--- src/hw/rtl/nbfr_pkg.sv ---
// ----------------------------------------------------------------------------
// nbfr_pkg: shared definitions for the nested brace frame receiver
// Item codes, abort codes, register map and the result transfer layout.
// ----------------------------------------------------------------------------
package nbfr_pkg;

   // ring of message slots and the longest frame kept
   localparam int SLOTS   = 8;
   localparam int MAX_LEN = 1024;

   // field widths
   localparam int KIND_W  = 2;
   localparam int BYTE_W  = 8;
   localparam int SLOT_W  = 3;
   localparam int POS_W   = 10;
   localparam int LEN_W   = 11;
   localparam int ABORT_W = 2;
   localparam int FILL_W  = 4;
   localparam int DEPTH_W = 8;
   localparam int IDLE_W  = 8;

   // APB side
   localparam int DATA_W  = 32;
   localparam int ADDR_W  = 4;

   // item kinds
   localparam logic [KIND_W-1:0] KIND_BYTE    = 2'd0;
   localparam logic [KIND_W-1:0] KIND_TICK    = 2'd1;
   localparam logic [KIND_W-1:0] KIND_RELEASE = 2'd2;

   // abort codes
   localparam logic [ABORT_W-1:0] ABORT_NONE     = 2'd0;
   localparam logic [ABORT_W-1:0] ABORT_TIMEOUT  = 2'd1;
   localparam logic [ABORT_W-1:0] ABORT_OVERFLOW = 2'd2;

   // register indexes (word address paddr[3:2])
   localparam logic [1:0] REG_TIMEOUT = 2'd0;
   localparam logic [1:0] REG_OPEN    = 2'd1;
   localparam logic [1:0] REG_CLOSE   = 2'd2;

   // register reset values
   localparam logic [BYTE_W-1:0] TIMEOUT_RST = 8'd5;
   localparam logic [BYTE_W-1:0] OPEN_RST    = 8'd123;
   localparam logic [BYTE_W-1:0] CLOSE_RST   = 8'd125;

   typedef struct packed {
      logic [BYTE_W-1:0]  byte_out;
      logic               write_strobe;
      logic [SLOT_W-1:0]  slot;
      logic [POS_W-1:0]   position;
      logic               frame_end;
      logic [LEN_W-1:0]   frame_length;
      logic [ABORT_W-1:0] aborted;
      logic [FILL_W-1:0]  stored_frames;
   } rsp_type;

endpackage

--- src/hw/rtl/nested_brace_frame_receiver.sv ---
// ----------------------------------------------------------------------------
// nested_brace_frame_receiver: nested marker frame cutter with slot ring
// Turns a stream of serial bytes, ticks and slot releases into slot writes.
// ----------------------------------------------------------------------------
// Usage
//   req channel: one item per transfer, req_kind (byte / tick / release) and
//   req_data. An item is taken at a clock edge with req_valid high and
//   req_stall low.
//   rsp channel: zero or one result per item: a slot write command for each
//   frame byte, a report for each abandoned frame and for each release.
//   APB port: timeout_ticks at 0x0, open_marker at 0x4, close_marker at 0x8;
//   write only while the block is idle.
// Throughput
//   One item per cycle while req_stall is low. The item is decoded and
//   the frame state updated in the cycle it is taken; its result is registered.
// Stall behavior
//   Results sit in a two-entry output queue (result register plus skid).
//   req_stall rises only when both entries are full, so after rsp_stall
//   rises the input keeps flowing until one more result is held.
// Reset
//   Synchronous, active high: no frame open, slot 0, no filled slots, output
//   queue empty, registers back to timeout 5, markers '{' and '}'.
// ----------------------------------------------------------------------------
module nested_brace_frame_receiver
   import nbfr_pkg::*;
(
   input  logic               clock,
   input  logic               reset,
   // input items
   input  logic               req_valid,
   output logic               req_stall,
   input  logic [KIND_W-1:0]  req_kind,
   input  logic [BYTE_W-1:0]  req_data,
   // results
   output logic               rsp_valid,
   input  logic               rsp_stall,
   output logic [BYTE_W-1:0]  rsp_byte_out,
   output logic               rsp_write_strobe,
   output logic [SLOT_W-1:0]  rsp_slot,
   output logic [POS_W-1:0]   rsp_position,
   output logic               rsp_frame_end,
   output logic [LEN_W-1:0]   rsp_frame_length,
   output logic [ABORT_W-1:0] rsp_aborted,
   output logic [FILL_W-1:0]  rsp_stored_frames,
   // configuration
   input  logic               psel,
   input  logic               penable,
   input  logic               pwrite,
   input  logic [ADDR_W-1:0]  paddr,
   input  logic [DATA_W-1:0]  pwdata,
   output logic [DATA_W-1:0]  prdata,
   output logic               pready
);

   // ---------------------------------------------------------------------
   // configuration registers
   // ---------------------------------------------------------------------
   logic [BYTE_W-1:0] timeout_ff, open_ff, close_ff;
   logic [1:0]        reg_idx;
   logic              cfg_write;

   assign pready    = 1'b1;
   assign reg_idx   = paddr[3:2];
   assign cfg_write = psel && penable && pwrite && pready;

   always_ff @(posedge clock) begin
      if (reset) begin
         timeout_ff <= TIMEOUT_RST;
         open_ff    <= OPEN_RST;
         close_ff   <= CLOSE_RST;
      end else if (cfg_write) begin
         case (reg_idx)
            REG_TIMEOUT: timeout_ff <= pwdata[BYTE_W-1:0];
            REG_OPEN:    open_ff    <= pwdata[BYTE_W-1:0];
            REG_CLOSE:   close_ff   <= pwdata[BYTE_W-1:0];
            default: ;
         endcase
      end
   end

   always_comb begin
      case (reg_idx)
         REG_TIMEOUT: prdata = DATA_W'(timeout_ff);
         REG_OPEN:    prdata = DATA_W'(open_ff);
         REG_CLOSE:   prdata = DATA_W'(close_ff);
         default:     prdata = '0;
      endcase
   end

   // ---------------------------------------------------------------------
   // frame state
   // ---------------------------------------------------------------------
   logic               in_frame_ff, in_frame_in;
   logic [DEPTH_W-1:0] depth_ff, depth_in;
   logic [LEN_W-1:0]   bpos_ff, bpos_in;
   logic [SLOT_W-1:0]  wslot_ff, wslot_in;
   logic [FILL_W-1:0]  filled_ff, filled_in;
   logic [IDLE_W-1:0]  idle_ff, idle_in;

   // output queue: head is the result register, skid catches one more
   logic    rsp_valid_ff, skid_valid_ff;
   rsp_type rsp_ff, skid_ff;

   logic    item_fire, pop;
   logic    has_result;
   rsp_type result;

   // helpers for a byte inside a frame
   logic               is_open, is_close;
   logic [DEPTH_W-1:0] depth_up, depth_new;
   logic [LEN_W-1:0]   bpos_next;
   logic [IDLE_W-1:0]  idle_sat;
   logic               slot_free;
   logic [SLOT_W-1:0]  wslot_adv;

   assign req_stall = skid_valid_ff;
   assign item_fire = req_valid && !req_stall;
   assign pop       = rsp_valid_ff && !rsp_stall;

   assign is_open   = (req_data == open_ff);
   assign is_close  = (req_data == close_ff);
   // depth saturates at the top; it is at least one inside a frame
   assign depth_up  = (is_open && depth_ff != '1) ? depth_ff + 1'b1 : depth_ff;
   assign depth_new = is_close ? depth_up - 1'b1 : depth_up;
   assign bpos_next = bpos_ff + 1'b1;
   assign idle_sat  = (idle_ff == '1) ? idle_ff : idle_ff + 1'b1;
   assign slot_free = (filled_ff < FILL_W'(SLOTS));
   assign wslot_adv = (wslot_ff == SLOT_W'(SLOTS - 1)) ? '0 : wslot_ff + 1'b1;

   always_comb begin
      in_frame_in = in_frame_ff;
      depth_in    = depth_ff;
      bpos_in     = bpos_ff;
      wslot_in    = wslot_ff;
      filled_in   = filled_ff;
      idle_in     = idle_ff;

      has_result           = 1'b0;
      result               = '0;
      result.slot          = wslot_ff;
      result.stored_frames = filled_ff;
      result.aborted       = ABORT_NONE;

      case (req_kind)
         KIND_BYTE: begin
            idle_in = '0;
            if (!in_frame_ff) begin
               // bytes outside a frame are dropped unless they open one
               if (is_open) begin
                  in_frame_in         = 1'b1;
                  depth_in            = DEPTH_W'(1);
                  bpos_in             = LEN_W'(1);
                  has_result          = 1'b1;
                  result.byte_out     = req_data;
                  result.write_strobe = 1'b1;
               end
            end else if (bpos_ff >= LEN_W'(MAX_LEN)) begin
               // frame would overrun the slot: drop it, keep the slot
               in_frame_in    = 1'b0;
               depth_in       = '0;
               bpos_in        = '0;
               has_result     = 1'b1;
               result.aborted = ABORT_OVERFLOW;
            end else begin
               has_result          = 1'b1;
               result.byte_out     = req_data;
               result.write_strobe = 1'b1;
               result.position     = bpos_ff[POS_W-1:0];
               bpos_in             = bpos_next;
               depth_in            = depth_new;
               if (is_close && depth_new == '0) begin
                  // outermost close: commit the slot if the ring has room
                  if (slot_free) begin
                     wslot_in  = wslot_adv;
                     filled_in = filled_ff + 1'b1;
                  end
                  in_frame_in          = 1'b0;
                  bpos_in              = '0;
                  result.frame_end     = 1'b1;
                  result.frame_length  = bpos_next;
                  result.stored_frames = filled_in;
               end
            end
         end
         KIND_TICK: begin
            if (in_frame_ff) begin
               idle_in = idle_sat;
               if (idle_sat > timeout_ff) begin
                  in_frame_in    = 1'b0;
                  depth_in       = '0;
                  bpos_in        = '0;
                  idle_in        = '0;
                  has_result     = 1'b1;
                  result.aborted = ABORT_TIMEOUT;
               end
            end
         end
         KIND_RELEASE: begin
            if (filled_ff != '0) begin
               filled_in = filled_ff - 1'b1;
            end
            has_result           = 1'b1;
            result.stored_frames = filled_in;
         end
         default: ;
      endcase
   end

   always_ff @(posedge clock) begin
      if (reset) begin
         in_frame_ff <= 1'b0;
         depth_ff    <= '0;
         bpos_ff     <= '0;
         wslot_ff    <= '0;
         filled_ff   <= '0;
         idle_ff     <= '0;
      end else if (item_fire) begin
         in_frame_ff <= in_frame_in;
         depth_ff    <= depth_in;
         bpos_ff     <= bpos_in;
         wslot_ff    <= wslot_in;
         filled_ff   <= filled_in;
         idle_ff     <= idle_in;
      end
   end

   // ---------------------------------------------------------------------
   // output queue; skid only fills while the head is stalled
   // ---------------------------------------------------------------------
   logic push;
   assign push = item_fire && has_result;

   always_ff @(posedge clock) begin
      if (reset) begin
         rsp_valid_ff  <= 1'b0;
         skid_valid_ff <= 1'b0;
      end else if (pop) begin
         if (skid_valid_ff) begin
            rsp_valid_ff  <= 1'b1;
            skid_valid_ff <= 1'b0;
         end else begin
            rsp_valid_ff <= push;
         end
      end else if (!rsp_valid_ff) begin
         rsp_valid_ff <= push;
      end else if (push) begin
         skid_valid_ff <= 1'b1;
      end
   end

   always_ff @(posedge clock) begin
      if (pop) begin
         rsp_ff <= skid_valid_ff ? skid_ff : result;
      end else if (!rsp_valid_ff) begin
         rsp_ff <= result;
      end else if (push) begin
         skid_ff <= result;
      end
   end

   assign rsp_valid         = rsp_valid_ff;
   assign rsp_byte_out      = rsp_ff.byte_out;
   assign rsp_write_strobe  = rsp_ff.write_strobe;
   assign rsp_slot          = rsp_ff.slot;
   assign rsp_position      = rsp_ff.position;
   assign rsp_frame_end     = rsp_ff.frame_end;
   assign rsp_frame_length  = rsp_ff.frame_length;
   assign rsp_aborted       = rsp_ff.aborted;
   assign rsp_stored_frames = rsp_ff.stored_frames;

   // ---------------------------------------------------------------------
   // assertions
   // ---------------------------------------------------------------------
   a_skid_behind_head: assert property (@(posedge clock) disable iff (reset)
      skid_valid_ff |-> rsp_valid_ff)
      else $error("skid entry held with empty result register");

   a_idle_clean: assert property (@(posedge clock) disable iff (reset)
      !in_frame_ff |-> (depth_ff == '0 && bpos_ff == '0))
      else $error("frame state left over outside a frame");

   a_frame_live: assert property (@(posedge clock) disable iff (reset)
      in_frame_ff |-> (depth_ff != '0 && bpos_ff != '0))
      else $error("open frame with zero depth or length");

   a_fill_bound: assert property (@(posedge clock) disable iff (reset)
      filled_ff <= FILL_W'(SLOTS))
      else $error("filled slot count beyond ring size");

   a_len_bound: assert property (@(posedge clock) disable iff (reset)
      bpos_ff <= LEN_W'(MAX_LEN))
      else $error("frame length beyond limit");

endmodule

--- config.mk ---
export PLATFORM = sky130hd
export DESIGN_NAME = nested_brace_frame_receiver
export DESIGN_NICKNAME = d
export VERILOG_FILES = /design/src/hw/rtl/nbfr_pkg.sv /design/src/hw/rtl/nested_brace_frame_receiver.sv
export SDC_FILE = /design/constraint.sdc
export NUM_CORES = 1
export LEC_CHECK = 0
export ABC_AREA = 0
export BUFFER_PORTS_ARGS = -buffer_cell sky130_fd_sc_hd__buf_2
export CELL_PAD_IN_SITES_DETAIL_PLACEMENT = 1
export CELL_PAD_IN_SITES_GLOBAL_PLACEMENT = 1
export CORE_AREA = 5 5 183 185
export DETAILED_ROUTE_END_ITERATION = 10
export DIE_AREA = 0 0 188 190
export HOLD_SLACK_MARGIN = 0.1
export PLACE_DENSITY = 0.63
export RECOVER_POWER = 100
export SKIP_CTS_REPAIR_TIMING = 1
export SYNTH_ARGS = -nofsm -noshare
export SYNTH_HDL_FRONTEND = slang
export SYNTH_SLANG_ARGS = --single-unit
--- constraint.sdc ---
create_clock -name clock -period 4.75 [get_ports clock]
set_input_delay 0.2375 -clock clock [delete_from_list [all_inputs] [get_ports clock]]
set_output_delay 0.2375 -clock clock [all_outputs]
set_load 0.03 [all_outputs]
==> results list, run 1 <==
- The first detailed-routing pass took 4 iterations.
* Antenna violation net count after detailed routing: 0
* Launch instance of the worst min-delay path: pwdata[0]
- Area contributors post-synth: sky130_fd_sc_hd__edfxtp_1 31%, sky130_fd_sc_hd__dfxtp_1 16%, sky130_fd_sc_hd__mux2i_1 5.0%
- RR Startpoint: idle_ff[2]
- The first routing iteration left 343 violations.
- FF-to-FF path depth: 15
* Final setup violation count: 0
- In the routed design, unresolved DRC markers number 0.
- Fraction of power consumed by the clock network: a little under half
* Sequential cell fraction of total power: 47.8%
- Aggregate global routing overflow: 0
- Clock Tree Buf Depth: 2
- Entering global routing, the biggest net connects 43 pins.
- For the worst setup path, the data arrival time is 4.56 ns.
- The worst setup path is launched from a register.
- Fmax achieved: 226 MHz
* Final hold violation count: 0
* Worst slack after detailed placement: 0.337 ns
- Clock sink count: roughly 140
- The floorplan step set the die width to 188 microns.
- Maximum ir drop on the vdd rail: 0.242 mV
- At the end of routability-driven placement, the weighted congestion stood at 0.791.
* Count of flip-flops with a built-in enable after synthesis: 80
* Power dissipated by switching net loads: 668 uW
- Avg Inst Size Synth: 9.89 sq um
- Global routing used 12.2% of the available tracks.
- Routed length per placed instance: around 17 microns
- Area growth syn-to-layout: 15.9%
- Depth of the worst hold-timing path: 3
- Setup CP Type: reg -> reg
* DIE AREA: 35,700 sq um
* Total wire length after detailed routing: approximately 22 mm
- For hold timing, the worst endpoint is open_ff[0].
- Master of the slowest instance on the critical path: sky130_fd_sc_hd__mux2_1
- TritonCTS built the clock tree.
* Combinational share of power: 6.2%
- For this run, the register share of the synthesized area comes to 46.3%.
- CTS root buf: sky130_fd_sc_hd__clkbuf_16
- In this run the worst hold path is classified as in -> reg.
* Capture point of the worst reg-to-reg path: skid_ff[2]
- In this run the power density over the cells is about 300 nW/um^2.
* Slew Limit Headroom: -64.1%
- Synthesis handed over a netlist of 791 instances.
- The clock tree synthesis step divided the H-tree into 4 levels.
* Dominant cell by count in the synthesized netlist: sky130_fd_sc_hd__edfxtp_1
- The mapped netlist covers 7820 sq um.
- The final reports fail on capacitance limit, slew limit.
- Clock insertion delay at the later pin of the skew report: 0.42 ns
* Crit-path cells: and3_1, and3_1, nand3_1, mux2_1, ha_1, nor2b_1, o21a_1, o21a_1, o21ai_0, nand3b_1, a21o_1, a31o_1, nor2_1, nor2_4, clkbuf_4
* Post-Route Setup TNS: 0 ns
- Diodes inserted: 0
* Most frequently used flop master after synthesis: sky130_fd_sc_hd__edfxtp_1
- Internal power comes to 2050 uW.
- Number of flip-flops and latches in the synthesized netlist: 141
- The via count of the first global-routing pass came to 6,328.
* Number of max-cap violations: 2
- The first global-routing pass estimated between 30 and 40 mm of wire.
- Final core area utilization: 28.5%
- Post-layout worst setup margin: about 0.32 ns
* Cell area after placement: 8590 sq um
- For this configuration, the core starts out at a cell density of 24.5%.
* Status: complete, but fails checks
* Io pins: 128
* Post-route design area: a little over 9000 sq um
- Synthesis warning total: 0
- Post-DP HPWL: 15.9 mm
- Final Skew: 0.0101 ns
- After layout, the minimum clock period comes to 4.43 ns.
- For the worst setup path, the data required time is around 5 ns.
* Standard cell core area: approximately 32,000 sq um
* Max Fanout on Critical Path: 21
- Hold is met by a little over 0.09 ns.
- sky130_fd_sc_hd__edfxtp_1 takes more of the synthesized area than any other cell.
- Proportion of layout cells with a drive suffix above 1: a little under an eighth
* Row count: 66
- Inserted Clock Buffers: 17
- Register-to-Register Setup Slack: approximately 0.32 ns
- Via-per-instance ratio: about 4.7
- The number of different library cells used by synthesis comes to between 70 and 80.
* Initial antenna violation count: 0
- Post-synth top cells: 80 x sky130_fd_sc_hd__edfxtp_1, 77 x sky130_fd_sc_hd__nand2_1, 66 x sky130_fd_sc_hd__nor2_1, 61 x sky130_fd_sc_hd__dfxtp_1, 39 x sky130_fd_sc_hd__mux2i_1
- Leakage power: 0.00336 uW
* Vertical die dimension: approximately 190 microns
* Actual slew at the worst max-slew pin: 2.46 ns
* Asr flop ratio synth: 0%
* Nature of the critical path endpoint: register
* Post-layout net count: between 900 and 1,000
- Total count of max-transition violations in the final report: between 70 and 80
- For this run, the slowest stage of the critical path takes 0.45 ns.
- The final route contains 6,110 vias.
* Port Buf Inserts: 76
- After clock tree synthesis, the clock-pin slew on the worst setup and hold paths is 0.06 ns.
* Switching part of the total power: 24.6%
- Dividing the final minimum period by the clock period gives 93.3%.
* Share of the synthesized area in the top cell type: roughly 31%
- RSZ-0062 raised after global routing: false
==> cell type report <==
cell class                      instances  area (sq um)
Clock buffer                           21           440
Clock inverter                         11          95.1
Tap cell                              408           510
Inverter                               25          93.8
Multi-Input combinational cell        583          3840
Timing Repair Buffer                   98           468
Fill cell                            3700         22800
Sequential cell                       141          3620
==> cell families after synthesis <==
family,count (synthesis),share of synthesized area (%)
multiplexers,62,8.35
AO/OA/AOI/OAI,136,11.9
adder cells (fa/ha/maj),17,2.72
other,2,0.0960
XOR/XNOR,38,4.25
AND/OR/NAND/NOR,305,20.7
flip-flops,141,46.3
buffers and inverters,90,5.65
==> through the flow <==
stage,power (uW),std cells
6_report,2720,1287
5_1_grt,2820,1287
4_1_cts,2750,1282
3_5_place_dp,1490,1250
3_3_place_gp,1490,1250
2_1_floorplan,1450,814
==> registers in the layout (all words and copies together), names as in the netlist, 2 cells and up <==
| register | cells |
|---|---|
| idle_ff | 8 |
| rsp_stored_frames | 4 |
| rsp_byte_out | 8 |
| rsp_position | 10 |
| rsp_slot | 3 |
| filled_ff | 4 |
| close_ff | 8 |
| bpos_ff | 11 |
| timeout_ff | 8 |
| depth_ff | 8 |
| rsp_frame_length | 11 |
| wslot_ff | 3 |
| open_ff | 8 |
| rsp_aborted | 2 |
| skid_ff | 40 |
==> worst max-delay path, delay by kind of cell, from the launching register on <==
| kind | cells | cell delay (ns) |
|---|---|---|
| simple gates | 7 | 1.45 |
| compound gates | 5 | 1.15 |
| mux | 1 | 0.45 |
| flops | 1 | 0.41 |
| buf+inv | 1 | 0.36 |
| fa+ha+maj | 1 | 0.30 |
==> per-layer routing <==
metal / track usage, % / up-vias / share of wire (%)
met2: 20.9 / 87 / 49
met3: 2.42 / 15 / 2.9
met5: 0 / - / 0
li1: - / 3007 / -
met4: 3.30 / 0 / 0.89
met1: 15.7 / 3001 / 47
==> layout by cell type, fill, tap and decap left out, drive strengths merged, types with 9 or more instances in the layout <==
master / Yosys / final
mux2i: 39 / 39
nand3: 32 / 32
nor4: 13 / 13
buf: 34 / 33
o21ai: 29 / 29
o31ai: 19 / 19
nand4: 12 / 12
inv: 25 / 26
xor2: 10 / 10
mux2: 23 / 23
ha: 17 / 17
nor3: 24 / 24
and2: 16 / 16
edfxtp: 80 / 80
a22o: 9 / 9
nor2: 67 / 67
nor2b: 11 / 11
and3: 19 / 19
dfxtp: 61 / 61
conb: 2 / 25
clkbuf: 31 / 81
a21oi: 24 / 24
nand2: 77 / 77
xnor2: 28 / 28
==> worst max-delay path by stage <==
stage / start / to / slack, ns
global placement: req_data[3] / rsp_stored_frames[0] / 0.41
CTS: open_ff[3] / rsp_stored_frames[0] / 0.33
finish: idle_ff[2] / skid_ff[2] / 0.32
global route: open_ff[3] / rsp_stored_frames[0] / 0.008
detailed placement: req_data[3] / rsp_stored_frames[0] / 0.34
floorplan: idle_ff[2] / skid_ff[0] / 0.52
==> power by group through the flow <==
stage               logic, uW  registers, uW  clock network, uW
floorplan                 113           1340                  0
global placement          169           1320                  0
detailed placement        171           1320                  0
CTS                       172           1300               1290
global route              184           1300               1340
finish                    169           1300               1250
Power figures use the tool's default switching activity.
==> inputs of run 2 (changes only) <==
--- a/config.mk
+++ b/config.mk
@@ -9,11 +9,12 @@
 export BUFFER_PORTS_ARGS = -buffer_cell sky130_fd_sc_hd__buf_2
 export CELL_PAD_IN_SITES_DETAIL_PLACEMENT = 1
 export CELL_PAD_IN_SITES_GLOBAL_PLACEMENT = 1
-export CORE_AREA = 5 5 183 185
+export CORE_AREA = 5 5 146 148
 export DETAILED_ROUTE_END_ITERATION = 10
-export DIE_AREA = 0 0 188 190
+export DIE_AREA = 0 0 151 153
+export GPL_TIMING_DRIVEN = 0
 export HOLD_SLACK_MARGIN = 0.1
-export PLACE_DENSITY = 0.63
+export PLACE_DENSITY = 0.87
 export RECOVER_POWER = 100
 export SKIP_CTS_REPAIR_TIMING = 1
 export SYNTH_ARGS = -nofsm -noshare
==> run 2 against run 1 <==
Die area down 35%. Cell count down 6.9%. Flip-flop and latch count unchanged. Via count up 10%. Combinational power up 14%. The flow still finishes with violations (capacitance limit, slew limit). Clock power up 26%. Largest cell class unchanged. Clock skew up 0.0019 ns. Final area up 2.7%. Largest power group is now clock. Hold slack worse by 0.025 ns. First-iteration DRC count up 25%. Worst setup slack worse by 0.12 ns.
==> results list, run 2 (synthesis results as in run 1) <==
- Leakage power: about 0.0036 uW
- Depth of the worst hold-timing path: 3
- Worst slack after detailed placement: -0.0150 ns
- In the layout the commonest cells are 87 x sky130_fd_sc_hd__clkbuf_1, 80 x sky130_fd_sc_hd__edfxtp_1, 77 x sky130_fd_sc_hd__nand2_1.
- Timing would allow up to 220 MHz.
- The setup check on the worst reg-to-reg path leaves a slack of 0.20 ns.
* Post-layout worst setup margin: 0.197 ns
* Register clock-pin slew on the reported worst setup and hold paths: about 0.07 ns
- Aggregate global routing overflow: 0
* Worst hold endpoint: close_ff[4]
* Maximum ir drop on the vdd rail: between 0.2 and 0.25 mV
- The floorplan step defined a die boundary enclosing 23,100 sq um.
* Overall global routing resource usage: 20.9%
- Setup violations remaining at the end of the flow were counted as 0.
- For this run, design rule violations remaining after detail routing come to 0.
- The first global-routing pass estimated 38.4 mm of wire.
- In this run the tightest slew margin relative to its limit is -0.527%.
- In this run the power density over the cells is 328 nW/um^2.
- CTS H-tree lvls: 4
- Share of the clock period used by the worst path: 95.9%
* Internal Power: ~2300 uW
- Data on the critical path arrives at its endpoint at between 4 and 5 ns.
- By startpoint and endpoint, the worst setup path is classified as reg -> reg.
- Drt first pass iters: 5
- The via count of the first global-routing pass is 7,217.
- Port Buf Inserts: 76
* Via-per-instance ratio: 5.61
- At the pin with the least slew margin, the transition time is approximately 1.5 ns.
- At the end of routability-driven placement, the weighted congestion stood at 0.904.
- Counting the fill cells in the layout gives 2,335.
- RR Startpoint: open_ff[3]
- Combinational share of power: 6.3%
- Post-DP HPWL: roughly 17 mm
- In this run the core area contains 52 standard-cell rows.
- The count of nets left with antenna violations once routing finished came out at 0.
- Status: complete, but fails checks
- For this configuration, the core starts out at a cell density of about 40%.
* Violations in the final reports: capacitance limit, slew limit
- Largest net degree at the start of global routing: 31
- Final Skew: between 0.01 and 0.015 ns
* Required time at the endpoint of the critical path: 5.07 ns
* Area growth syn-to-layout: 19.0%
- In this run the power spent charging and discharging nets is 716 uW.
- RSZ-0062 raised after global routing: false
* Hold WC Path Type: in -> reg
- After detailed routing, the average wire length per cell comes to 20.3 microns.
- Sequential cell fraction of total power: 42.4%
- The final count of pins violating max slew was 1.
- FF-to-FF path depth: 14
- From left edge to right edge, the die measures 151 microns.
* Total area of multi-input combinational cells: approximately 3800 sq um
* Iteration-0 DRC Markers: around 430
* Post-layout net count: 985
* Clock Tree Buf Depth: 2
* Vertical die dimension: 153 microns
* Clock sink count: 141
* CTS root buf: sky130_fd_sc_hd__clkbuf_16
* Most flops, register: skid_ff
* Via count of the routed design: roughly 6,700
* Launch instance of the worst min-delay path: pwdata[4]
- Total wire length after detailed routing: between 20 and 25 mm
- TritonCTS clock tree: yes
- The clock network is responsible for 51.3% of the overall power.
- Number of max-cap violations: 1
- The sequential cells in the finished layout cover a total of 3620 sq um.
- At the later pin of the worst-skew pair, clock insertion delay measures roughly 0.44 ns.
* Shortest clock period the worst path allows after layout: between 4 and 5 ns
* Capture point of the worst reg-to-reg path: filled_ff[0]
- Of the total power, the share spent switching nets is 23.4%.
- Proportion of layout cells with a drive suffix above 1: 13.8%
* Max Fanout on Critical Path: 7
- Pin placement for this block handled 128 I/O pins.
- The initial antenna violation count came to 0.
- 0 antenna diodes ended up in the layout.
- Standard cell core area: 19,900 sq um
* Most frequent standard cell in the layout excluding fill and tap cells: sky130_fd_sc_hd__clkbuf_1
- Inserted Clock Buffers: 17
* Number of flip-flops in the largest register: 40
- The design draws 3060 uW.
* Crit path launch type: register
- Nature of the critical path endpoint: register
- The final count of hold timing violations was 0.
run 2: final cells by class:
class                           count  area share [%]
Tap cell                          270            3.63
Sequential cell                   141            38.9
Clock buffer                       17            4.57
Multi-Input combinational cell    583            41.4
Clock inverter                     15            2.76
Inverter                           25            1.01
Timing Repair Buffer               83            4.07
Buffer                             64            3.70
run 2: how the worst max path moves through the flow:
stage                startpoint                  end  slack (ns)  cells after the start
finish               open_ff[3]         filled_ff[0]        0.20                     14
global route         open_ff[3]          skid_ff[16]       0.003                     15
CTS                 depth_ff[0]  rsp_frame_length[9]       -0.21                     14
detailed placement  depth_ff[0]  rsp_frame_length[5]       -0.01                     13
global placement     idle_ff[2]           skid_ff[1]       -0.51                     15
floorplan            idle_ff[2]           skid_ff[0]        0.52                     15
run 2: critical path, stage by stage, from the launching register on:
cell and delay, ns:
sky130_fd_sc_hd__dfxtp_1 0.36, sky130_fd_sc_hd__xor2_1 0.21, sky130_fd_sc_hd__or4_1 0.52, sky130_fd_sc_hd__buf_2 0.19, sky130_fd_sc_hd__nor3_2 0.35, sky130_fd_sc_hd__mux2i_2 0.33
sky130_fd_sc_hd__ha_1 0.27, sky130_fd_sc_hd__inv_1 0.15, sky130_fd_sc_hd__o31ai_1 0.25, sky130_fd_sc_hd__nor3b_2 0.20, sky130_fd_sc_hd__o2111ai_1 0.24, sky130_fd_sc_hd__or3_1 0.48
sky130_fd_sc_hd__nor4_1 0.41, sky130_fd_sc_hd__o21ai_1 0.15, sky130_fd_sc_hd__mux2_4 0.34
run 2: per-layer routing:
layer / track usage (%) / vias up / share of wire (%)
li1: - / 3118 / -
met1: 24.3 / 3321 / 39
met2: 37.9 / 225 / 53
met3: 4.03 / 59 / 4.8
met4: 7.21 / 0 / 2.8
met5: 0 / - / 0
run 2: metrics by stage:
stage / util (%) / cells / TNS (ns) / area (sq um) / hold WS, ns
6_report: 46.8 / 1198 / 0 / 9310 / 0.0681
2_1_floorplan: - / 814 / 0 / 7910 / 0.363
3_3_place_gp: 43.3 / 1160 / -20.32 / 8630 / 0.485
5_1_grt: 46.8 / 1198 / 0 / 9310 / 0.101
4_1_cts: 47.1 / 1194 / -2.44 / 9370 / 0.0400
3_5_place_dp: 43.6 / 1162 / -0.0177 / 8690 / 0.491
run 2: power groups by stage:
stage                     combinational (uW)  clock [uW]  sequential, uW
final                                    193        1570            1300
after global routing                     206        1630            1300
after CTS                                194        1570            1300
after detailed placement                 190           0            1320
after global placement                   184           0            1320
after floorplan                          113           0            1340
==> inputs of run 3 (changes only) <==
--- a/config.mk
+++ b/config.mk
@@ -9,9 +9,9 @@
 export BUFFER_PORTS_ARGS = -buffer_cell sky130_fd_sc_hd__buf_2
 export CELL_PAD_IN_SITES_DETAIL_PLACEMENT = 1
 export CELL_PAD_IN_SITES_GLOBAL_PLACEMENT = 1
-export CORE_AREA = 5 5 146 148
+export CORE_AREA = 5 5 154 141
 export DETAILED_ROUTE_END_ITERATION = 10
-export DIE_AREA = 0 0 151 153
+export DIE_AREA = 0 0 159 146
 export GPL_TIMING_DRIVEN = 0
 export HOLD_SLACK_MARGIN = 0.1
 export PLACE_DENSITY = 0.87
==> run 3 against run 2 <==
The run still ends with capacitance limit, slew limit left. Clock power shrank 12%. Critical path depth up 2. Maximum frequency rose by 0.46%. Count of clock-buffer cells in the layout unchanged. Final area is 0.51% lower. Sequential share of layout area is 0.20 points higher. Hold slack improved by 0.0095 ns. Non-clock buffer count grew 2. Highest routed layer unchanged.
==> results list, run 3 (synthesis results as in run 1) <==
- Setup violations remaining at the end of the flow were counted as 0.
- Crit path launch type: register
* Via-per-instance ratio: 5.71
- Capture point of the worst reg-to-reg path: skid_ff[34]
- The worst setup path is of the reg -> reg kind.
- Final core area utilization: 46.8%
- For this configuration, the core starts out at a cell density of between 30 and 40%.
* FF-to-FF path depth: 16
* Antenna violation net count after detailed routing: 0
- Of the cells placed in the final design, the portion with a size suffix greater than 1 is ~14%.
* Drt first pass iters: 7
- Routed length per placed instance: around 20 microns
- In this run switching power makes up between 20% and 30% of total power.
- The filler cells instantiated in the layout total 2,309.
* Via count of the routed design: 6,767
* Standard cell core area: 19,800 sq um
* Depth of the worst hold-timing path: 3
- The path with the worst hold slack has its endpoint at close_ff[4].
* Post-DP HPWL: 17.0 mm
- For this design the total switching power over the nets is about 770 uW.
- The via count of the first global-routing pass came to 7,088.
* Max Fanout on Critical Path: 28
* Status: complete, but fails checks
- Counting along the longest clock path gives a buffer depth of 2.
- Fmax achieved: 221 MHz
- Crit-path cells: and3_1, and3_1, nand3_1, mux2_2, ha_1, nor2b_1, o21a_1, o21a_1, o21ai_0, nand3b_1, a21o_1, a31o_2, clkbuf_1, nor2_1, nor2_4, buf_12
- Master of the slowest instance on the critical path: sky130_fd_sc_hd__clkbuf_1
* Internal Power: 2100 uW
- CTS H-tree lvls: 4
- Io pins: 128
- Buffers inserted during clock tree synthesis total 17.
- On the worst path, the slowest cell contributes a delay of 0.47 ns.
- Initial antenna violation count: 1
* RR Startpoint: idle_ff[2]
- The worst pin sits at a relative slew slack of -52.9%.
* Nature of the critical path endpoint: register
- In this run the tool buffered the top-level ports with 76 buffer cells.
- The die covers 23,200 sq um.
- TritonCTS clock tree: yes
- Registers are responsible for 45.2% of the overall power.
- Worst slack after detailed placement: -0.0783 ns
* Gpl congestion: 0.900
- Power density relative to cell area: between 300 and 400 nW/um^2
- Iteration-0 DRC Markers: 389
- Post-layout worst setup margin: 0.218 ns
- Highest-count cells in the layout ignoring fill and taps: 87 x sky130_fd_sc_hd__clkbuf_1, 80 x sky130_fd_sc_hd__edfxtp_1, 77 x sky130_fd_sc_hd__nand2_1
- Largest net degree at the start of global routing: 41
- Actual slew at the worst max-slew pin: between 2 and 2.5 ns
- Data arrival, critical path: 4.66 ns
- Leakage power: 0.00354 uW
* Overall global routing resource usage: 20.2%
- Clock sink count: roughly 140
- The final count of pins violating max slew came to 51.
- Summed over all layers, the global routing overflow is 0.
- Area growth syn-to-layout: 18.4%
* Violations in the final reports: capacitance limit, slew limit
- The clock network accounts for 47.9% of the total power.
- The worst-case IR drop observed on VDD is 0.230 mV.
* Post-Route Setup TNS: 0 ns
- Shortest clock period the worst path allows after layout: 4.53 ns
* Total wire length after detailed routing: 24.3 mm
- Clock insertion delay at the later pin of the skew report: 0.43 ns
- In this run the horizontal extent of the chip is 159 microns.
- The register with the most flip-flops in the layout has 40 of them.
- Most flops, register: skid_ff
* Most frequent standard cell in the layout excluding fill and tap cells: sky130_fd_sc_hd__clkbuf_1
* CTS root buf: sky130_fd_sc_hd__clkbuf_16
- Launch instance of the worst min-delay path: pwdata[4]
- Register-to-Register Setup Slack: 0.22 ns
- The worst hold path belongs to the class in -> reg.
* Global-route wire length before repair: 38.2 mm
* Number of max-cap violations: 2
* Post-layout net count: 987
- Row count: just under 50
- At the worst endpoint, the required time is 4.88 ns.
* Register clock-pin slew on the reported worst setup and hold paths: 0.07 ns
- Share of the clock period used by the worst path: ~95%
* Combinational share of power: 6.9%
* Final hold violation count: 0
- The floorplan step set the die height to 146 microns.
- Between clock sinks in the finished design, the worst skew comes to 0.0102 ns.
* Post-route DRC: 0
## run 3: how the worst max path moves through the flow
stage	slack [ns]	end	from	depth (start not counted)
CTS	-0.15	rsp_frame_length[9]	depth_ff[0]	14
detailed placement	-0.08	rsp_frame_length[9]	req_data[3]	15
floorplan	0.52	skid_ff[0]	idle_ff[2]	15
finish	0.22	skid_ff[34]	idle_ff[2]	16
global route	-0.005	rsp_stored_frames[0]	open_ff[0]	15
global placement	-0.48	skid_ff[9]	idle_ff[2]	14
## run 3: power groups by stage
stage	clock (uW)	combinational (uW)	sequential [uW]
floorplan	0	113	1340
global placement	0	187	1320
detailed placement	0	192	1320
CTS	1390	194	1290
global route	1450	211	1300
finish	1380	198	1300
## run 3: metrics by stage
step	std cells	power (uW)	instance area [sq um]	hold slack [ns]
floorplan	814	1450	7910	0.363
global placement	1145	1510	8610	0.488
detailed placement	1147	1510	8660	0.494
CTS	1179	2880	9260	0.0646
global route	1186	2960	9260	0.0888
finish	1186	2870	9260	0.0776
## run 3: final cells by class
cell class              count  area (sq um)  area share [%]
well taps                 255           319            3.44
repair buffers             84           400            4.32
flip-flops and latches    141          3620            39.1
diodes                      1          2.50          0.0270
inverters                  25          93.8            1.01
clock buffers              17           425            4.59
multi-input cells         583          3880            41.8
clock inverters            15           174            1.88
plain buffers              65           348            3.76
## run 3: metal layers
| layer | share of wire, % | GRT usage, % | vias up |
|---|---|---|---|
| li1 | - | - | 3120 |
| met1 | 41 | 24.5 | 3390 |
| met2 | 52 | 35.7 | 207 |
| met3 | 4.8 | 4.11 | 50 |
| met4 | 2.9 | 7.29 | 0 |
| met5 | 0 | 0 | - |
## run 3: critical path: cells and delay by family, from the launching register on
kind,cells,cell delay (ns)
fa+ha+maj,1,0.30
buf+inv,2,0.73
simple gates,7,1.69
flops,1,0.40
compound gates,5,0.70
mux,1,0.38
